[config.mk]
export PLATFORM = sky130hd
export DESIGN_NAME = reorder_receiver_ack_gen_core_flat
export DESIGN_NICKNAME = d
export VERILOG_FILES = /design/src/design/rrag_pkg.sv /design/src/design/rrag_in_if.sv /design/src/design/rrag_out_if.sv /design/src/design/rrag_ctrl.sv /design/src/design/rrag_dp.sv /design/src/design/reorder_receiver_ack_gen_core.sv /design/src/flat_wrapper.sv
export SDC_FILE = /design/constraint.sdc
export NUM_CORES = 1
export LEC_CHECK = 0
export BUFFER_PORTS_ARGS = -buffer_cell sky130_fd_sc_hd__buf_2
export CORE_MARGIN = 2
export CORE_UTILIZATION = 30
export CTS_CLUSTER_DIAMETER = 150
export DETAILED_ROUTE_END_ITERATION = 6
export PLACE_DENSITY = 0.53
export RECOVER_POWER = 100
export SKIP_LAST_GASP = 1
export SLEW_MARGIN = 20
export SYNTH_ARGS = -nofsm -noshare
export SYNTH_HDL_FRONTEND = slang
export SYNTH_SLANG_ARGS = --single-unit
[constraint.sdc]
create_clock -name clk -period 6.6 [get_ports clk]
set_input_delay 1.32 -clock clk [delete_from_list [all_inputs] [get_ports clk]]
set_output_delay 1.32 -clock clk [all_outputs]
set_load 0.03 [all_outputs]
[src/design/rrag_pkg.sv]
package rrag_pkg;

    localparam int WINDOW_DEF = 16;
    localparam int SEQ_W      = 32;
    localparam int CNT_W      = 16;
    localparam int WPK_W      = 5;
    localparam int CFG_IDX_W  = 1;
    localparam int CFG_DATA_W = 16;

    localparam logic [CFG_IDX_W-1:0] REG_ACK_THRESHOLD  = 1'd0;
    localparam logic [CFG_IDX_W-1:0] REG_WINDOW_PACKETS = 1'd1;

    localparam logic [CNT_W-1:0] THRESHOLD_RST = 16'd1;
    localparam logic [WPK_W-1:0] WINDOW_RST    = 5'd16;

    localparam logic FUNC_DATA    = 1'b0;
    localparam logic FUNC_ACK_REQ = 1'b1;

    localparam logic KIND_ACK = 1'b0;
    localparam logic KIND_NAK = 1'b1;

    typedef enum logic [1:0] {
        CLS_NONE,
        CLS_INORDER,
        CLS_EMIT
    } class_t;

    typedef struct packed {
        logic start;
        logic step;
        logic flush;
    } cmd_t;

    typedef struct packed {
        class_t cls;
        logic   more;
        logic   out_free;
    } status_t;

endpackage

[src/design/rrag_in_if.sv]
interface rrag_in_if;
    logic                         valid;
    logic                         ready;
    logic                         func;
    logic [rrag_pkg::SEQ_W-1:0]   seq_num;

    modport source (output valid, output func, output seq_num, input ready);
    modport sink   (input valid, input func, input seq_num, output ready);
endinterface

[src/design/rrag_out_if.sv]
interface rrag_out_if;
    logic                         valid;
    logic                         ready;
    logic                         kind;
    logic [rrag_pkg::SEQ_W-1:0]   ack_seq;
    logic                         last;

    modport source (output valid, output kind, output ack_seq, output last, input ready);
    modport sink   (input valid, input kind, input ack_seq, input last, output ready);
endinterface

[src/design/rrag_ctrl.sv]
module rrag_ctrl
(
    input  logic              clk,
    input  logic              rst_n,
    input  logic              in_valid,
    output logic              in_ready,
    input  rrag_pkg::status_t status,
    output rrag_pkg::cmd_t    cmd
);

    typedef enum logic [1:0] {
        ST_IDLE,
        ST_DRAIN,
        ST_FLUSH
    } state_t;

    state_t state_reg;
    state_t state_next;
    logic   in_ready_reg;

    always_comb
    begin
        state_next = state_reg;
        cmd        = '0;
        unique case (state_reg)
            ST_IDLE:
            begin
                cmd.start = in_valid && in_ready_reg;
                if (in_valid && in_ready_reg)
                begin
                    unique case (status.cls)
                        rrag_pkg::CLS_INORDER: state_next = ST_DRAIN;
                        rrag_pkg::CLS_EMIT:    state_next = ST_FLUSH;
                        default:               state_next = ST_IDLE;
                    endcase
                end
            end
            ST_DRAIN:
            begin
                cmd.step = status.out_free;
                if (status.out_free && !status.more)
                begin
                    state_next = ST_FLUSH;
                end
            end
            ST_FLUSH:
            begin
                cmd.flush = status.out_free;
                if (status.out_free)
                begin
                    state_next = ST_IDLE;
                end
            end
            default:
            begin
                state_next = ST_IDLE;
            end
        endcase
    end

    always_ff @(posedge clk or negedge rst_n)
    begin
        if (!rst_n)
        begin
            state_reg    <= ST_IDLE;
            in_ready_reg <= 1'b0;
        end
        else
        begin
            state_reg    <= state_next;
            in_ready_reg <= (state_next == ST_IDLE);
        end
    end

    assign in_ready = in_ready_reg;

endmodule

[src/design/rrag_dp.sv]
module rrag_dp
#(
    parameter int WINDOW = rrag_pkg::WINDOW_DEF
)
(
    input  logic                            clk,
    input  logic                            rst_n,
    input  logic                            cfg_we,
    input  logic [rrag_pkg::CFG_IDX_W-1:0]  cfg_idx,
    input  logic [rrag_pkg::CFG_DATA_W-1:0] cfg_wdata,
    input  logic                            in_func,
    input  logic [rrag_pkg::SEQ_W-1:0]      in_seq_num,
    input  logic                            out_ready,
    output logic                            out_valid,
    output logic                            out_kind,
    output logic [rrag_pkg::SEQ_W-1:0]      out_ack_seq,
    output logic                            out_last,
    input  rrag_pkg::cmd_t                  cmd,
    output rrag_pkg::status_t               status
);

    localparam int IDX_W = (WINDOW > 1) ? $clog2(WINDOW) : 1;

    logic [rrag_pkg::CNT_W-1:0] thr_reg;
    logic [rrag_pkg::WPK_W-1:0] wpk_reg;
    logic [rrag_pkg::SEQ_W-1:0] ne_reg,  ne_next;
    logic [rrag_pkg::CNT_W-1:0] cnt_reg, cnt_next;
    logic [WINDOW-1:0]          map_reg, map_next;
    logic                       pend_valid_reg, pend_valid_next;
    logic                       pend_kind_reg,  pend_kind_next;
    logic [rrag_pkg::SEQ_W-1:0] pend_seq_reg,   pend_seq_next;
    logic                       out_valid_reg,  out_valid_next;
    logic                       out_kind_reg,   out_kind_next;
    logic [rrag_pkg::SEQ_W-1:0] out_seq_reg,    out_seq_next;
    logic                       out_last_reg,   out_last_next;

    logic [rrag_pkg::SEQ_W-1:0] diff;
    logic [rrag_pkg::SEQ_W-1:0] win;
    logic                       ne_nz;
    logic                       mark;
    logic                       emit_kind;
    rrag_pkg::class_t           cls;
    logic [WINDOW-1:0]          map_sh;
    logic [rrag_pkg::SEQ_W-1:0] ne_inc;
    logic [rrag_pkg::CNT_W-1:0] cnt_inc;
    logic                       hit;
    logic                       step_emit;
    logic                       out_load;

    assign diff  = in_seq_num - ne_reg;
    assign win   = ({27'd0, wpk_reg} > rrag_pkg::SEQ_W'(WINDOW)) ? rrag_pkg::SEQ_W'(WINDOW)
                                                                : {27'd0, wpk_reg};
    assign ne_nz = (ne_reg != '0);

    always_comb
    begin
        cls       = rrag_pkg::CLS_NONE;
        mark      = 1'b0;
        emit_kind = rrag_pkg::KIND_ACK;
        if (in_func == rrag_pkg::FUNC_ACK_REQ)
        begin
            cls = ne_nz ? rrag_pkg::CLS_EMIT : rrag_pkg::CLS_NONE;
        end
        else if (in_seq_num == ne_reg)
        begin
            cls = rrag_pkg::CLS_INORDER;
        end
        else if (in_seq_num > ne_reg)
        begin
            if (diff >= win)
            begin
                cls       = ne_nz ? rrag_pkg::CLS_EMIT : rrag_pkg::CLS_NONE;
                emit_kind = rrag_pkg::KIND_NAK;
            end
            else
            begin
                mark = 1'b1;
            end
        end
    end

    assign map_sh    = map_reg >> 1;
    assign ne_inc    = ne_reg + 1'b1;
    assign cnt_inc   = cnt_reg + 1'b1;
    assign hit       = (cnt_inc >= thr_reg);
    assign step_emit = hit && (ne_inc != '0);

    always_comb
    begin
        ne_next         = ne_reg;
        cnt_next        = cnt_reg;
        map_next        = map_reg;
        pend_valid_next = pend_valid_reg;
        pend_kind_next  = pend_kind_reg;
        pend_seq_next   = pend_seq_reg;
        out_load        = 1'b0;
        out_kind_next   = out_kind_reg;
        out_seq_next    = out_seq_reg;
        out_last_next   = out_last_reg;

        if (cmd.start)
        begin
            if (mark)
            begin
                map_next = map_reg | (WINDOW'(1) << diff[IDX_W-1:0]);
            end
            if (cls == rrag_pkg::CLS_EMIT)
            begin
                pend_valid_next = 1'b1;
                pend_kind_next  = emit_kind;
                pend_seq_next   = ne_reg - 1'b1;
            end
        end

        if (cmd.step)
        begin
            map_next = map_sh;
            ne_next  = ne_inc;
            cnt_next = hit ? '0 : cnt_inc;
            if (step_emit)
            begin
                if (pend_valid_reg)
                begin
                    out_load      = 1'b1;
                    out_kind_next = pend_kind_reg;
                    out_seq_next  = pend_seq_reg;
                    out_last_next = 1'b0;
                end
                pend_valid_next = 1'b1;
                pend_kind_next  = rrag_pkg::KIND_ACK;
                pend_seq_next   = ne_reg;
            end
        end

        if (cmd.flush && pend_valid_reg)
        begin
            out_load        = 1'b1;
            out_kind_next   = pend_kind_reg;
            out_seq_next    = pend_seq_reg;
            out_last_next   = 1'b1;
            pend_valid_next = 1'b0;
        end

        if (out_load)
        begin
            out_valid_next = 1'b1;
        end
        else if (out_ready)
        begin
            out_valid_next = 1'b0;
        end
        else
        begin
            out_valid_next = out_valid_reg;
        end
    end

    always_ff @(posedge clk or negedge rst_n)
    begin
        if (!rst_n)
        begin
            thr_reg        <= rrag_pkg::THRESHOLD_RST;
            wpk_reg        <= rrag_pkg::WINDOW_RST;
            ne_reg         <= '0;
            cnt_reg        <= '0;
            map_reg        <= '0;
            pend_valid_reg <= 1'b0;
            out_valid_reg  <= 1'b0;
        end
        else
        begin
            if (cfg_we)
            begin
                unique case (cfg_idx)
                    rrag_pkg::REG_ACK_THRESHOLD:  thr_reg <= cfg_wdata;
                    rrag_pkg::REG_WINDOW_PACKETS: wpk_reg <= cfg_wdata[rrag_pkg::WPK_W-1:0];
                    default:                      thr_reg <= thr_reg;
                endcase
            end
            ne_reg         <= ne_next;
            cnt_reg        <= cnt_next;
            map_reg        <= map_next;
            pend_valid_reg <= pend_valid_next;
            out_valid_reg  <= out_valid_next;
        end
    end

    always_ff @(posedge clk)
    begin
        pend_kind_reg <= pend_kind_next;
        pend_seq_reg  <= pend_seq_next;
        out_kind_reg  <= out_kind_next;
        out_seq_reg   <= out_seq_next;
        out_last_reg  <= out_last_next;
    end

    assign out_valid   = out_valid_reg;
    assign out_kind    = out_kind_reg;
    assign out_ack_seq = out_seq_reg;
    assign out_last    = out_last_reg;

    assign status.cls      = cls;
    assign status.more     = map_sh[0];
    assign status.out_free = !out_valid_reg || out_ready;

endmodule

[src/design/reorder_receiver_ack_gen_core.sv]
// channel   dir  beat fields                 handshake
// in_ch     in   func, seq_num               valid/ready
// out_ch    out  kind, ack_seq, last         valid/ready
// cfg       in   cfg_idx, cfg_wdata          cfg_we, no stall
//
// Ack request, NAK, stale or buffered packet: accepted, then a flush if there is a result.
// Expected packet: accepted, then drain steps through it and the buffered run behind it, then a flush.
// A result waits in a holding register until the next one or the flush, which sets last.
// A stalled out_ch freezes drain and flush; in_ch is not ready until the item is finished.
// rst_n clears sequence, count, bitmap and valids; registers return to threshold 1, window 16.
module reorder_receiver_ack_gen_core
#(
    parameter int WINDOW = rrag_pkg::WINDOW_DEF
)
(
    input  logic                            clk,
    input  logic                            rst_n,
    input  logic                            cfg_we,
    input  logic [rrag_pkg::CFG_IDX_W-1:0]  cfg_idx,
    input  logic [rrag_pkg::CFG_DATA_W-1:0] cfg_wdata,
    rrag_in_if.sink                         in_ch,
    rrag_out_if.source                      out_ch
);

    rrag_pkg::cmd_t    cmd;
    rrag_pkg::status_t status;

    rrag_ctrl u_ctrl
    (
        .clk      (clk),
        .rst_n    (rst_n),
        .in_valid (in_ch.valid),
        .in_ready (in_ch.ready),
        .status   (status),
        .cmd      (cmd)
    );

    rrag_dp
    #(
        .WINDOW (WINDOW)
    )
    u_dp
    (
        .clk         (clk),
        .rst_n       (rst_n),
        .cfg_we      (cfg_we),
        .cfg_idx     (cfg_idx),
        .cfg_wdata   (cfg_wdata),
        .in_func     (in_ch.func),
        .in_seq_num  (in_ch.seq_num),
        .out_ready   (out_ch.ready),
        .out_valid   (out_ch.valid),
        .out_kind    (out_ch.kind),
        .out_ack_seq (out_ch.ack_seq),
        .out_last    (out_ch.last),
        .cmd         (cmd),
        .status      (status)
    );

    assert property (@(posedge clk) disable iff (!rst_n)
        (cmd.step || cmd.flush) |-> status.out_free)
        else $error("drain or flush issued while output register is blocked");

    assert property (@(posedge clk) disable iff (!rst_n)
        cmd.start |-> !(cmd.step || cmd.flush))
        else $error("new beat started during drain or flush");

    assert property (@(posedge clk) disable iff (!rst_n)
        (in_ch.valid && in_ch.ready && status.cls == rrag_pkg::CLS_INORDER) |=> !in_ch.ready)
        else $error("input ready during drain");

endmodule

[src/flat_wrapper.sv]
// flat-port wrapper written by rule: the top's interface ports become plain ports
module reorder_receiver_ack_gen_core_flat 
#(
    parameter int WINDOW = rrag_pkg::WINDOW_DEF
)
  (clk, rst_n, cfg_we, cfg_idx, cfg_wdata, in_ch_valid, in_ch_func, in_ch_seq_num, in_ch_ready, out_ch_valid, out_ch_kind, out_ch_ack_seq, out_ch_last, out_ch_ready);
  rrag_in_if in_ch_i ();
  rrag_out_if out_ch_i ();
  input  logic clk;
  input  logic rst_n;
  input  logic cfg_we;
  input  logic [rrag_pkg::CFG_IDX_W-1:0] cfg_idx;
  input  logic [rrag_pkg::CFG_DATA_W-1:0] cfg_wdata;
  input wire logic [$bits(in_ch_i.valid)-1:0] in_ch_valid;
  input wire logic [$bits(in_ch_i.func)-1:0] in_ch_func;
  input wire logic [$bits(in_ch_i.seq_num)-1:0] in_ch_seq_num;
  output wire logic [$bits(in_ch_i.ready)-1:0] in_ch_ready;
  output wire logic [$bits(out_ch_i.valid)-1:0] out_ch_valid;
  output wire logic [$bits(out_ch_i.kind)-1:0] out_ch_kind;
  output wire logic [$bits(out_ch_i.ack_seq)-1:0] out_ch_ack_seq;
  output wire logic [$bits(out_ch_i.last)-1:0] out_ch_last;
  input wire logic [$bits(out_ch_i.ready)-1:0] out_ch_ready;
  assign in_ch_i.valid = in_ch_valid;
  assign in_ch_i.func = in_ch_func;
  assign in_ch_i.seq_num = in_ch_seq_num;
  assign in_ch_ready = in_ch_i.ready;
  assign out_ch_valid = out_ch_i.valid;
  assign out_ch_kind = out_ch_i.kind;
  assign out_ch_ack_seq = out_ch_i.ack_seq;
  assign out_ch_last = out_ch_i.last;
  assign out_ch_i.ready = out_ch_ready;
  reorder_receiver_ack_gen_core #(.WINDOW(WINDOW)) u_core (.clk(clk), .rst_n(rst_n), .cfg_we(cfg_we), .cfg_idx(cfg_idx), .cfg_wdata(cfg_wdata), .in_ch(in_ch_i), .out_ch(out_ch_i));
endmodule
==> metrics.txt <==
outcome finished with violations; violated checks capacitance limit, slew limit; Critical-path top delay cell sky130_fd_sc_hd__or4b_1; arrival time at the worst endpoint 6040 ps; maximum single-stage delay on the critical path 620 ps; Worst Hold Endpoint u_core.u_dp.out_ack_seq[19]; via count of the first global-routing pass 8,469; Final Hold Vio Count 0; max-cap viol count 5; number of cells on the worst reg-to-reg path 14; total number of placement rows 67; number of antenna violations at the first check in global routing 1; starting density of the core 30.65%; share of synthesized registers carrying an async set or reset 57.05%; total global-route track usage 16.56%; GPL Wtd Cong 0.8809; post-route minimum period 5725 ps; share of the clock period used by the worst path after layout 86.75%; fraction of synthesized cell area taken by the top area cell type 21.08%; kind of cell with the highest combined delay on the critical path simple AND/OR/NAND/NOR gates; FF-to-FF setup slack 950 ps; synthesized netlist cell count 1,206; total setup violations reported at the end of the flow 0; Die Area 0.03593 mm²; fill cell instance count of the final layout 3,563; transition time of the tightest slew-check pin 2065 ps; Detailed Route WL 29.79 mm; chip width 189.6 µm; power density over the cells 223.9 mW/mm²; CTS tree built; Clock Sink Count 156; antenna-violating nets left 0; Reg-to-Reg Start u_core.u_dp.cnt_reg[0]; area overhead of the layout relative to synthesis 12.69%; global-route wire length before repair 46.93 mm; data required time at the worst endpoint 6920 ps; cell type with the highest occurrence count on the critical path sky130_fd_sc_hd__inv_1; kind of start point of the critical path input port; core footprint 0.03370 mm²; Clock Tree Buf Depth 2; Worst-Skew Late Latency 440 ps; terminus of the critical flop-to-flop path u_core.u_dp.out_ack_seq[26]; CTS H-tree depth 4; main flop type after synthesis sky130_fd_sc_hd__dfrtp_1; largest vdd supply drop 152.9 µV; Slew Viols, Final 204; buffer and inverter count on the worst path 5; Cell variety after synth 75; leading cell types in the layout, fill and taps excluded 147 x sky130_fd_sc_hd__nand2_1, 94 x sky130_fd_sc_hd__nor2_1, 87 x sky130_fd_sc_hd__dfrtp_1, 78 x sky130_fd_sc_hd__o21ai_0, 59 x sky130_fd_sc_hd__a21oi_1; clock tree root driver cell sky130_fd_sc_hd__clkbuf_16; Iteration-0 DRC Markers 624; cell taking the most area after synthesis sky130_fd_sc_hd__dfrtp_1; vertical die dimension 189.6 µm; final worst slack 874.8 ps; WL per Instance 17.37 µm; most common cell after layout, fill and taps aside sky130_fd_sc_hd__nand2_1; count of pins on the block boundary 91; number of nets at the end of the flow 1,367; cts hold-fix bufs 0; Post-Route Setup TNS 0 ps; Yosys warnings 0; worst-case setup slack after placement 404.7 ps; Detail Placement HPWL 22.72 mm; post-synthesis net count 1,319; chain of cells forming the critical path clkbuf_1, inv_1, ha_1, inv_1, fa_1, xnor2_1, inv_1, ha_1, a21o_1, a21o_1, a2111oi_0, nand4_1, or4b_1, nor4_4, or2_2, buf_12, a21oi_1, a311o_1; worst relative slew slack -37.69%; count of unresolved DRC violations after routing 0; sequential element share of the synthesized area 37.77%; Inserted Clock Buffers 17; setup fix buffers added after clock tree synthesis 0; worst min path class flop to flop; via count of the routed design 9,080; number of port buffers 90; worst hold path depth 0; count of cells resized by post-cts repair 0; antenna cells 0; Pre-Repair DR Iteration Count 5; HP Start u_core.u_dp.pend_seq_reg[19]; most area-consuming cells after synthesis sky130_fd_sc_hd__dfrtp_1 21%, sky130_fd_sc_hd__edfxtp_1 9.6%, sky130_fd_sc_hd__ha_1 6.9%, sky130_fd_sc_hd__dfxtp_1 6.6%, sky130_fd_sc_hd__nand2_1 5.3%; worst setup skew after layout 9.652 ps; Leakage Power 4.617 nW; Vias/cell 5.294; unrepaired setup endpoints after global routing false; number of flip-flops and latches in the synthesized netlist 156; largest fanout on the critical path 27; clock transition time at the flip-flop clock pins of the worst setup and hold paths 60 ps; total standard cell area after synthesis 0.01033 mm²; Post-synth EDFFs 33; GRT Residual Overflow 0; Synth Area per Inst 8.565 µm²; Worst setup EP type flop; share of post-route cells with drive strength above 1 9.077%; maximum achievable frequency 0.1747 GHz; maximum number of pins on one net before global-route repair 67; Setup Crit Path Kind input port to flop
## cells by family (layout without fill, tap and decap cells)
family / count (synthesis) / after routing / share of synthesized area [%]
muxes: 36 / 36 / 3.573
adders and majority gates: 58 / 58 / 7.098
DFF: 156 / 156 / 37.77
xor gates and xnor gates: 62 / 62 / 5.257
buffers and inverters: 129 / 190 / 5.160
AOI/OAI and AO/OA: 306 / 306 / 19.37
and+or+nand+nor: 459 / 459 / 21.78
## cell usage after synthesis, types with 7 or more instances
| library cell | count |
|---|---|
| sky130_fd_sc_hd__clkbuf_1 | 50 |
| sky130_fd_sc_hd__and4_1 | 13 |
| sky130_fd_sc_hd__xor2_1 | 7 |
| sky130_fd_sc_hd__o31ai_1 | 8 |
| sky130_fd_sc_hd__nor4_1 | 13 |
| sky130_fd_sc_hd__o22ai_1 | 10 |
| sky130_fd_sc_hd__nor3_1 | 31 |
| sky130_fd_sc_hd__ha_1 | 57 |
| sky130_fd_sc_hd__nand3_1 | 50 |
| sky130_fd_sc_hd__and3_1 | 15 |
| sky130_fd_sc_hd__a31oi_1 | 9 |
| sky130_fd_sc_hd__nand4_1 | 28 |
| sky130_fd_sc_hd__o21ai_0 | 74 |
| sky130_fd_sc_hd__or3_1 | 12 |
| sky130_fd_sc_hd__dfrtp_1 | 87 |
| sky130_fd_sc_hd__mux2_2 | 7 |
| sky130_fd_sc_hd__a21oi_1 | 59 |
| sky130_fd_sc_hd__nor2_1 | 95 |
| sky130_fd_sc_hd__dfxtp_1 | 34 |
| sky130_fd_sc_hd__o21ai_1 | 19 |
| sky130_fd_sc_hd__nand2b_1 | 9 |
| sky130_fd_sc_hd__a21o_1 | 25 |
| sky130_fd_sc_hd__xnor2_1 | 55 |
| sky130_fd_sc_hd__mux2i_1 | 29 |
| sky130_fd_sc_hd__buf_2 | 12 |
| sky130_fd_sc_hd__nand2_1 | 147 |
| sky130_fd_sc_hd__and2_1 | 12 |
| sky130_fd_sc_hd__edfxtp_1 | 33 |
| sky130_fd_sc_hd__a22oi_1 | 24 |
| sky130_fd_sc_hd__o211ai_1 | 8 |
| sky130_fd_sc_hd__nor2b_1 | 11 |
| sky130_fd_sc_hd__inv_1 | 58 |
## cell type report
cell class              count  area [µm²]  share of cell area (%)
clock buffers              17       425.4                   3.654
clock inverters            15       148.9                   1.279
multi-input cells         921        5917                   50.83
well taps                 448       560.5                   4.815
flip-flops and latches    156        3901                   33.51
repair buffers             99       466.7                   4.009
inverters                  59       221.5                   1.902
## layer usage
layer	track usage [%]	routed length, µm	vias up
met1	24.19	14900	4348
met4	5.337	594	2
met2	25.29	13220	227
met5	0	13	-
li1	-	-	4468
met3	2.140	1070	35
## how the worst max path moves through the flow
stage	to	slack, ps	depth (start not counted)	start
finish	u_core.u_dp.pend_seq_reg[3]	870	18	in_ch_seq_num[0]
global route	u_core.u_dp.out_ack_seq[24]	430	14	u_core.u_dp.cnt_reg[0]
CTS	u_core.u_dp.pend_seq_reg[3]	870	18	in_ch_seq_num[0]
detailed placement	u_core.u_dp.pend_seq_reg[3]	400	18	in_ch_seq_num[0]
global placement	u_core.u_dp.pend_seq_reg[3]	640	18	in_ch_seq_num[0]
floorplan	u_core.u_dp.pend_seq_reg[14]	1460	18	in_ch_seq_num[0]
## power by group
group	internal [mW]	switching, mW	total [mW]
Sequential	1.11	0.0510	1.16
Combinational	0.172	0.302	0.474
Clock	0.555	0.417	0.972
Total	1.84	0.770	2.61
## through the flow
step | instance area, µm² | instances | power, mW | hold slack [ps] | utilization (%)
floorplan | 10330 | 1206 | 1.509 | 402.5 | -
global placement | 11140 | 1683 | 1.655 | 418.4 | 33.07
detailed placement | 11140 | 1683 | 1.663 | 421.2 | 33.07
CTS | 11720 | 1715 | 2.635 | 432.5 | 34.77
global route | 11640 | 1715 | 2.727 | 443.1 | 34.54
finish | 11640 | 1715 | 2.606 | 432.9 | 34.54
Power figures use the tool's default switching activity.
